[src/hdl/irc_pkg.sv]
// Shared types and constants for the IRC message line parser.
// Holds the word structs, the grammar state codes, byte role codes and byte values.
// No dependencies.
package irc_pkg;

  typedef struct packed {
    logic [7:0] data_byte;
    logic       line_end;
  } in_word_t;

  typedef struct packed {
    logic [2:0] byte_role;
    logic [3:0] param_index;
    logic       field_start;
    logic       verdict_valid;
    logic       accepted;
  } out_word_t;

  // Grammar state codes.
  localparam logic [3:0] ST_START     = 4'd0;
  localparam logic [3:0] ST_PFX_FIRST = 4'd1;
  localparam logic [3:0] ST_PFX       = 4'd2;
  localparam logic [3:0] ST_PFX_SP    = 4'd3;
  localparam logic [3:0] ST_CMD_ALPHA = 4'd4;
  localparam logic [3:0] ST_CMD_D1    = 4'd5;
  localparam logic [3:0] ST_CMD_D2    = 4'd6;
  localparam logic [3:0] ST_CMD_D3    = 4'd7;
  localparam logic [3:0] ST_PAR_SP    = 4'd8;
  localparam logic [3:0] ST_TRAIL_1ST = 4'd9;
  localparam logic [3:0] ST_MID       = 4'd10;
  localparam logic [3:0] ST_TRAIL     = 4'd11;
  localparam logic [3:0] ST_DONE      = 4'd12;
  localparam logic [3:0] ST_ERR       = 4'd13;

  // Byte role codes.
  localparam logic [2:0] ROLE_SEP = 3'd0;
  localparam logic [2:0] ROLE_PFX = 3'd1;
  localparam logic [2:0] ROLE_CMD = 3'd2;
  localparam logic [2:0] ROLE_MID = 3'd3;
  localparam logic [2:0] ROLE_TRL = 3'd4;
  localparam logic [2:0] ROLE_CR  = 3'd5;
  localparam logic [2:0] ROLE_BAD = 3'd6;

  // Byte values.
  localparam logic [7:0] CH_NUL   = 8'h00;
  localparam logic [7:0] CH_LF    = 8'h0A;
  localparam logic [7:0] CH_CR    = 8'h0D;
  localparam logic [7:0] CH_SPACE = 8'h20;
  localparam logic [7:0] CH_COLON = 8'h3A;

endpackage

[src/hdl/irc_step.sv]
// Single-byte grammar step for the IRC message line parser.
// Classifies one byte against the current grammar state and gives the next state.
// Depends on irc_pkg.
module irc_step import irc_pkg::*; #(
  parameter int MAX_PARAMS = 15
) (
  input  in_word_t   word,
  input  logic [3:0] state,
  input  logic [3:0] pcnt,
  input  logic       skip,
  output out_word_t  res,
  output logic [3:0] state_nxt,
  output logic [3:0] pcnt_nxt,
  output logic       skip_nxt
);

  localparam logic [3:0] PcMax = 4'(MAX_PARAMS);

  logic [7:0] c;
  logic       is_plain;
  logic       is_alpha;
  logic       is_digit;
  logic [3:0] ns;
  logic [3:0] pc;

  assign c        = word.data_byte;
  assign is_plain = (c != CH_NUL) && (c != CH_LF) && (c != CH_CR) &&
                    (c != CH_SPACE) && (c != CH_COLON);
  assign is_alpha = ((c >= 8'h41) && (c <= 8'h5A)) || ((c >= 8'h61) && (c <= 8'h7A));
  assign is_digit = (c >= 8'h30) && (c <= 8'h39);

  always_comb begin
    res       = '0;
    ns        = ST_ERR;
    pc        = pcnt;
    state_nxt = state;
    pcnt_nxt  = pcnt;
    skip_nxt  = skip;

    if (skip) begin
      // Bytes after a NUL are ignored until the end of the line.
      if (word.line_end) begin
        state_nxt = ST_START;
        pcnt_nxt  = '0;
        skip_nxt  = 1'b0;
      end
    end else if (c == CH_NUL) begin
      res.verdict_valid = 1'b1;
      res.accepted      = (state == ST_DONE);
      if (word.line_end) begin
        state_nxt = ST_START;
        pcnt_nxt  = '0;
      end else begin
        skip_nxt = 1'b1;
      end
    end else begin
      res.byte_role = ROLE_SEP;
      unique case (state)
        ST_START: begin
          if (c == CH_COLON) begin
            ns = ST_PFX_FIRST;
          end else if (is_alpha) begin
            ns = ST_CMD_ALPHA; res.byte_role = ROLE_CMD; res.field_start = 1'b1;
          end else if (is_digit) begin
            ns = ST_CMD_D1; res.byte_role = ROLE_CMD; res.field_start = 1'b1;
          end
        end
        ST_PFX_FIRST: begin
          if (is_plain) begin
            ns = ST_PFX; res.byte_role = ROLE_PFX; res.field_start = 1'b1;
          end
        end
        ST_PFX: begin
          if (is_plain) begin
            ns = ST_PFX; res.byte_role = ROLE_PFX;
          end else if (c == CH_SPACE) begin
            ns = ST_PFX_SP;
          end
        end
        ST_PFX_SP: begin
          if (c == CH_SPACE) begin
            ns = ST_PFX_SP;
          end else if (is_alpha) begin
            ns = ST_CMD_ALPHA; res.byte_role = ROLE_CMD; res.field_start = 1'b1;
          end else if (is_digit) begin
            ns = ST_CMD_D1; res.byte_role = ROLE_CMD; res.field_start = 1'b1;
          end
        end
        ST_CMD_ALPHA: begin
          if (is_alpha) begin
            ns = ST_CMD_ALPHA; res.byte_role = ROLE_CMD;
          end else if (c == CH_SPACE) begin
            ns = ST_PAR_SP;
          end
        end
        ST_CMD_D1: begin
          if (is_digit) begin
            ns = ST_CMD_D2; res.byte_role = ROLE_CMD;
          end
        end
        ST_CMD_D2: begin
          if (is_digit) begin
            ns = ST_CMD_D3; res.byte_role = ROLE_CMD;
          end
        end
        ST_CMD_D3: begin
          if (c == CH_SPACE) begin
            ns = ST_PAR_SP;
          end
        end
        ST_PAR_SP: begin
          if (c == CH_SPACE) begin
            ns = ST_PAR_SP;
          end else if (c == CH_COLON) begin
            ns = ST_TRAIL_1ST;
          end else if (c == CH_CR) begin
            ns = ST_DONE; res.byte_role = ROLE_CR;
          end else if (is_plain) begin
            ns = ST_MID; res.byte_role = ROLE_MID; res.param_index = pcnt;
            res.field_start = 1'b1;
          end
        end
        ST_TRAIL_1ST: begin
          if ((c != CH_LF) && (c != CH_CR)) begin
            ns = ST_TRAIL; res.byte_role = ROLE_TRL; res.param_index = pcnt;
            res.field_start = 1'b1;
          end
        end
        ST_MID: begin
          if (is_plain || (c == CH_COLON)) begin
            ns = ST_MID; res.byte_role = ROLE_MID; res.param_index = pcnt;
          end else if (c == CH_SPACE) begin
            ns = ST_PAR_SP;
            // The parameter count sticks at its limit.
            if (pcnt < PcMax) begin
              pc = pcnt + 4'd1;
            end
          end
        end
        ST_TRAIL: begin
          if (c == CH_CR) begin
            ns = ST_DONE; res.byte_role = ROLE_CR;
          end else if (c != CH_LF) begin
            ns = ST_TRAIL; res.byte_role = ROLE_TRL; res.param_index = pcnt;
          end
        end
        default: begin
          ns = ST_ERR;
        end
      endcase

      if (ns == ST_ERR) begin
        res.byte_role   = ROLE_BAD;
        res.param_index = '0;
        res.field_start = 1'b0;
      end

      state_nxt = ns;
      pcnt_nxt  = pc;
      if (word.line_end) begin
        res.verdict_valid = 1'b1;
        res.accepted      = (ns == ST_DONE);
        state_nxt         = ST_START;
        pcnt_nxt          = '0;
      end
    end
  end

endmodule

[src/hdl/irc_message_line_parser.sv]
// Top level of the IRC message line parser: input register, grammar step, result register.
// Depends on irc_pkg and irc_step.
//
//   channel   direction   handshake            payload
//   in_       into block  in_valid / in_stall   in_word  (in_word_t)
//   out_      out of it   out_valid / out_stall out_word (out_word_t)
//
// One byte is taken per clock while in_stall is low; each result is offered registered.
// The grammar state update sits between the input register and the result register.
// Reset clears the grammar state, the parameter count, the skip flag and both valid flags.
// A stall on the result side holds the result register. Once the input register also holds
// a word, in_stall follows out_stall in the same cycle, so no word is lost.
module irc_message_line_parser import irc_pkg::*; #(
  parameter int MAX_PARAMS = 15
) (
  input  logic      clk,
  input  logic      rst_n,
  input  logic      in_valid,
  output logic      in_stall,
  input  in_word_t  in_word,
  output logic      out_valid,
  input  logic      out_stall,
  output out_word_t out_word
);

  logic       in_vld_r;
  in_word_t   in_word_r;
  logic       out_vld_r;
  out_word_t  out_word_r;
  logic [3:0] state_r;
  logic [3:0] pcnt_r;
  logic       skip_r;

  out_word_t  res;
  logic [3:0] state_nxt;
  logic [3:0] pcnt_nxt;
  logic       skip_nxt;
  logic       out_adv;
  logic       in_adv;
  logic       step_go;

  irc_step #(
    .MAX_PARAMS(MAX_PARAMS)
  ) u_step (
    .word      (in_word_r),
    .state     (state_r),
    .pcnt      (pcnt_r),
    .skip      (skip_r),
    .res       (res),
    .state_nxt (state_nxt),
    .pcnt_nxt  (pcnt_nxt),
    .skip_nxt  (skip_nxt)
  );

  assign out_adv  = !out_vld_r || !out_stall;
  assign in_adv   = !in_vld_r || out_adv;
  assign step_go  = in_vld_r && out_adv;
  assign in_stall = !in_adv;

  assign out_valid = out_vld_r;
  assign out_word  = out_word_r;

  always_ff @(posedge clk) begin
    if (!rst_n) begin
      in_vld_r  <= 1'b0;
      out_vld_r <= 1'b0;
      state_r   <= ST_START;
      pcnt_r    <= '0;
      skip_r    <= 1'b0;
    end else begin
      if (in_adv) begin
        in_vld_r <= in_valid;
      end
      if (out_adv) begin
        out_vld_r <= in_vld_r;
      end
      if (step_go) begin
        state_r <= state_nxt;
        pcnt_r  <= pcnt_nxt;
        skip_r  <= skip_nxt;
      end
    end
  end

  always_ff @(posedge clk) begin
    if (in_adv && in_valid) begin
      in_word_r <= in_word;
    end
    if (step_go) begin
      out_word_r <= res;
    end
  end

endmodule

[config.mk]
export PLATFORM = sky130hd
export DESIGN_NAME = irc_message_line_parser
export DESIGN_NICKNAME = d
export VERILOG_FILES = /design/src/hdl/irc_pkg.sv /design/src/hdl/irc_step.sv /design/src/hdl/irc_message_line_parser.sv
export SDC_FILE = /design/constraint.sdc
export NUM_CORES = 1
export LEC_CHECK = 0
export ABC_AREA = 1
export ABC_CLOCK_PERIOD_IN_PS = 2510
export BUFFER_PORTS_ARGS = -buffer_cell sky130_fd_sc_hd__buf_2
export CORE_UTILIZATION = 43
export CTS_CLUSTER_DIAMETER = 120
export CTS_CLUSTER_SIZE = 10
export DETAILED_ROUTE_END_ITERATION = 6
export MAX_ROUTING_LAYER = met4
export PLACE_DENSITY = 0.64
export SLEW_MARGIN = 15
export SYNTH_ARGS = -nofsm -noshare
export SYNTH_HDL_FRONTEND = slang
export SYNTH_HIERARCHICAL = 1
export SYNTH_SLANG_ARGS = --single-unit
export TNS_END_PERCENT = 1
[constraint.sdc]
create_clock -name clk -period 2.51 [get_ports clk]
set_clock_uncertainty 0.05 [all_clocks]
set_input_delay 0.502 -clock clk [delete_from_list [all_inputs] [get_ports clk]]
set_output_delay 0.502 -clock clk [all_outputs]
set_load 0.005 [all_outputs]
After elaboration in Yosys (flattened, before gate mapping) --
Index checks and enable logic that the tools add are counted.
Cells by class: bitwise logic cells 0, muxes and demuxes 64, add/subtract/negate cells 1, divide/modulo/power cells 0, reduce and logical (&&, ||, !) cells 29, $lt $le $gt $ge 7, shifts and indexed selects 0, eq/ne operators 22, multiply operators 0
Operator list (number):
- 4-bit 2-to-1 mux | 27
- 4-bit case mux with 12 select lines | 1
- 3-bit 2-to-1 mux | 11
- 8-bit 2-to-1 mux | 4
- 4-bit == test, second input constant | 7
- 3-bit case mux with 9 select lines | 1
- 4-bit by 3-bit == test with 1-bit output, second input constant | 4
- 8-bit by 6-bit == test with 1-bit output, second input constant | 2
- 8-bit by 7-bit >= comparator with 1-bit output, second input constant | 2
- 8-bit by 7-bit less-or-equal comparator with 1-bit output, second input constant | 2
- 8-bit by 4-bit inequality test with 1-bit output, second input constant | 2
- 8-bit by 6-bit inequality test with 1-bit output, second input constant | 2
- 4-bit case mux with 4 select lines | 1
- 7-bit 2-to-1 mux | 2
- 4-bit nonzero test | 3
- 1-bit logical AND | 10
- 2-bit 2-to-1 mux | 5
- 1-bit 2-to-1 mux | 9
- 4-bit by 2-bit == test with 1-bit output, second input constant | 2
- 8-bit by 4-bit == test with 1-bit output, second input constant | 1
- 8-bit by 6-bit >= comparator with 1-bit output, second input constant | 1
- 8-bit by 6-bit less-or-equal comparator with 1-bit output, second input constant | 1
- 8-bit zero test | 1
- 8-bit nonzero test | 1
- other kinds (13) | 21
Storage, ports and cells: memories kept 0, ROM bits 0, bits in registers 30, bits of input ports 13, logic and storage cells 136, bits in writable memories 0, bits in latches 0, output and inout bits 12

Depth between registers and ports, before layout --
depth in word-level cells 15, depth in mapped cells 16, gate-level depth less buffers 16

By module --
The synthesis kept the hierarchy.
By module, submodules not included:
- irc_message_line_parser | times used 1, cells an instance 90, seq. area each 790.8 um^2, area each 1101.1 um^2
- irc_step | times used 1, cells an instance 197, seq. area each 0.0 um^2, area each 991.0 um^2

Least setup slack after synthesis --
OpenSTA, ideal clock, no wires.
kind flip-flop to flip-flop, start register in_word_r[5] (netlist bit), end register pcnt_r[0], arrival time 1628 ps, stages on the path, launching flop included 14, clock period less this slack 1791 ps, path buffers 0, setup time 113 ps, required time 2347 ps, setup slack 719 ps, cell sequence edfxtp_1 > inv_2 > nand2_1 > nor2_4 > o21ai_4 > nand2_2 > o2111ai_1 > or2_1 > o21ai_1 > a21oi_1 > inv_1 > nand3_1 > nand2_1 > nor2_1
On the way: elaborated cells between the ends (all ways) 20, classes of those cells 7 x eq/ne; 2 x mux; 11 x reduce/logical
RTL lines:
- start, declared | line irc_message_line_parser.sv:27 | in_word_t in_word_r;
- start signal, assigned | line irc_message_line_parser.sv:87 | in_word_r <= in_word;
- 8-bit zero test | line irc_step.sv:47 | end else if (c == CH_NUL) begin
- 4-bit 2-to-1 mux | line irc_step.sv:47
- 4-bit 2-to-1 mux | line irc_step.sv:40 | if (skip) begin
- via pcnt_nxt[0] | line irc_message_line_parser.sv:36 | logic [3:0] pcnt_nxt;
- end signal, assigned | line irc_message_line_parser.sv:79 | pcnt_r <= pcnt_nxt;
- end, declared | line irc_message_line_parser.sv:31 | logic [3:0] pcnt_r;
The timed path passes the listed nets, and every way through them passes these cells. A chain may end at the register's enable or synchronous reset.

Worst setup path after layout --
start register in_word_r[1] (netlist bit), end register out_word_r, in the netlist out_word[9], data pin
On the way: longest elaborated chain between the ends 14, elaborated cells between the ends (all ways) 57, classes of those cells 6 x order compare; 8 x eq/ne; 30 x mux; 13 x reduce/logical
Ends and longest elaborated chain:
- 8-bit by 4-bit inequality test with 1-bit output / 8-bit nonzero test (equally long branches) | line irc_step.sv:27, irc_step.sv:124, irc_step.sv:143
- 1-bit logical AND (3 in series) | line irc_step.sv:27 | assign is_plain = (c != CH_NUL) && (c != CH_LF) && (c != CH_CR) &&
- 1-bit logical AND | line irc_step.sv:28 | (c != CH_SPACE) && (c != CH_COLON);
- 3-bit 2-to-1 mux | line irc_step.sv:118 | end else if (is_plain) begin
- 3-bit 2-to-1 mux | line irc_step.sv:116 | end else if (c == CH_CR) begin
- 4-bit 2-to-1 mux | line irc_step.sv:114 | end else if (c == CH_COLON) begin
- 4-bit 2-to-1 mux | line irc_step.sv:112 | if (c == CH_SPACE) begin
- 4-bit case mux with 12 select lines | line irc_step.sv:58 | unique case (state)
- 4-bit 2-to-1 mux | line irc_step.sv:47
- 4-bit 2-to-1 mux | line irc_step.sv:40
- 4-bit == test | line irc_step.sv:152 | if (ns == ST_ERR) begin
- 8-bit 2-to-1 mux | line irc_step.sv:152
- end signal, assigned | line irc_message_line_parser.sv:90 | out_word_r <= res;
- end, declared | line irc_message_line_parser.sv:29 | out_word_t out_word_r;
Parallel ways exist; a longest one is shown, timed or not. The select of a mux whose other input is x is not followed.

==> results.toml <==
[yosys]
postSynthCellCount = 287
syn_area_per_cell_sq_um = 7.289
synth_top_area_share_pct = 27.27
ys_types = 36
netlist.top_cell.by_area = "edfxtp_1"
synth_top_family_by_area = "simple AND/OR/NAND/NOR gates"
ys_ff_latch = 30
synth_adder_area_share_pct = 0.5981
async_flop_share_pct = 0
synth_edf_count = 19
synth.most_common_cell = "nand2_1"
synth_xor_area_share_pct = 0
synthSimpleGateAreaFrac_pct = 37.02
ys_warn_count = 6
mappedNetlistArea_sq_um = 2092
synth.area.top_cells = "edfxtp_1 27%, dfxtp_1 11%, nand2_1 9.3%"
synth_flop_cell = "edfxtp_1"
syn_nets = 301
yosysSeqAreaShare_pct = 37.80
synth_compound_area_share_pct = 14.41
synth.mux.area_fraction_pct = 0
synthTopCellsByCount = "52 x nand2_1, 40 x nor2_1, 33 x inv_1"

[worst_setup_path]
cp-end-kind = "flip-flop"
arrival_ns = 2.07
crit_type = "reg2reg"
cp-start-kind = "flip-flop"
crit_path_max_fanout = 4
required_ns = 2.49

[sta]
layout_min_cycle_time_ns = 2.084
fmax_ghz = 0.4797
fin_ws_ns = 0.4256
period_share_pct = 83.04
hold_ws_ns = 0.3373
rsz0062_at_grt = "no"
tightestPinTransition_ns = 0.4472
slew_headroom_pct = 70.15
final-setup-viol-count = 0
setup_tns_ns = 0
finalMaxSlewViolations = 0
final_hold_viol_count = 0

[clocking]
cts_buffer_depth = 2
post_cts_buffers = 0
h-tree-depth = 2
cts_buffers = 5
clk_latency_ns = 0.28
clk_pin_slew_worst_paths_ns = 0.07
cts_root_buffer = "clkbuf_8"
cts_tree = "done"
cts_resized = 0
postCtsHoldBufs = 0
clock-sinks = 30

[job]
drv_cap = 0

[floorplanning]
die_x_um = 71.75
start_util_pct = 44.59
rows = 25
ios = 25
die-area_sq_um = 5148
coreArea_sq_um = 4692
die_h_um = 71.75

[placed_design]
gp_congestion = 0.9880
hpwl_um = 3560
port_buffers = 24
dp_slack_ns = 0.4819

[route]
ant_nets = 0
wl_um = 4608
wl_per_cell_um = 12.45
firstDrtPassIters = 4
drtIter0Drc = 124
via_count = 1903
routed_via_density = 5.143
drcViolationCount = 0

[finish]
layout-drive-gt1-share_pct = 26.27
multi_input_area_sq_um = 1089
syn_to_final_growth_pct = 13.34
seqCellArea_sq_um = 790.8
antenna_cells = 0
fin_util_pct = 50.53
fin_nets = 329
fillerInstances = 474

[global_routing]
grt_overflow_total = 0
grt.total_usage_pct = 20.33
grt_pass1_vias = 1740
grt_pass1_wl_um = 7886
grt_max_degree = 20
antenna_found_initial = 0

[power]
power.density_nw_per_um2 = 552.1
peakVddDrop_v = 0.0003341
p_leak_nw = 1.080

[run_status]
status = "complete, no violations"

[worst_hold_path]
min_path_type = "in2reg"
registers in the layout, indices dropped and copies added, names as in the netlist:
name	flops
out_word	10
pcnt_r	4
state_r	4
out_valid	1
in_vld_r	1
skip_r	1
in_word_r	9
worst max-delay path, cell delays in order (launching register included):
cell	delay, ns
edfxtp_1	0.42
inv_1	0.08
nand2_1	0.05
nor2_2	0.23
nand2_2	0.13
nand2_1	0.08
nand2_1	0.10
a21oi_1	0.15
nand3_1	0.08
nor2_1	0.24
nor2_2	0.08
nand2_1	0.09
a21oi_1	0.07
layout make-up:
type | instances | area share (%)
clock buffer | 8 | 4.697
inverter | 46 | 7.493
multi-input combinational | 206 | 45.91
sequential | 30 | 33.35
tap | 54 | 2.850
timing repair buffer | 26 | 5.699
cells by family after synthesis:
| kind of cell | after synthesis |
|---|---|
| fa+ha+maj | 1 |
| compound gates | 46 |
| simple gates | 159 |
| flops | 30 |
| buf+inv | 51 |
where the power goes:
| part | total (mW) | switching, mW | internal (mW) | leakage [nW] |
|---|---|---|---|---|
| Combinational | 0.245 | 0.154 | 0.0909 | 0.747 |
| Clock | 0.473 | 0.189 | 0.283 | 0.0566 |
| Sequential | 0.591 | 0.0312 | 0.560 | 0.276 |
| Total | 1.31 | 0.375 | 0.934 | 1.08 |
layout by cell type, fill, tap and decap left out, drive strengths merged, types with 2 or more instances in the layout:
cell / instances
edfxtp: 19
nand3: 33
nand4: 3
a21oi: 24
o21ai: 14
nand2: 61
buf: 26
dfxtp: 11
o22ai: 2
nor3: 8
nor2: 52
clkbuf: 8
inv: 46
worst paths after layout:
path | start | end | slack (ns) | cells after the start
min reg2reg | state_r[3] | state_r[3] | 0.50 | 2
max | in_word_r[1] | out_word[9] | 0.43 | 12
min | in_word[0] | in_word_r[0] | 0.34 | 1
max reg2reg | in_word_r[1] | out_word[9] | 0.43 | 12
layer usage:
layer  up-vias  global-route usage [%]  share of wire, %
met5         -                       -                 0
met4         0                   5.882               1.8
met3        12                   4.219               3.8
met2        54                   32.29                46
met1       841                   26.21                49
li1        996                       -                 -
stage by stage:
stage          area, sq um  cells  power, mW
6_report              2371    370      1.309
5_1_grt               2371    370      1.378
4_1_cts               2371    370      1.316
3_5_place_dp          2260    362     0.8438
3_3_place_gp          2260    362     0.8435
2_1_floorplan         2092    287     0.7823
(Power assumes the default switching activity.)
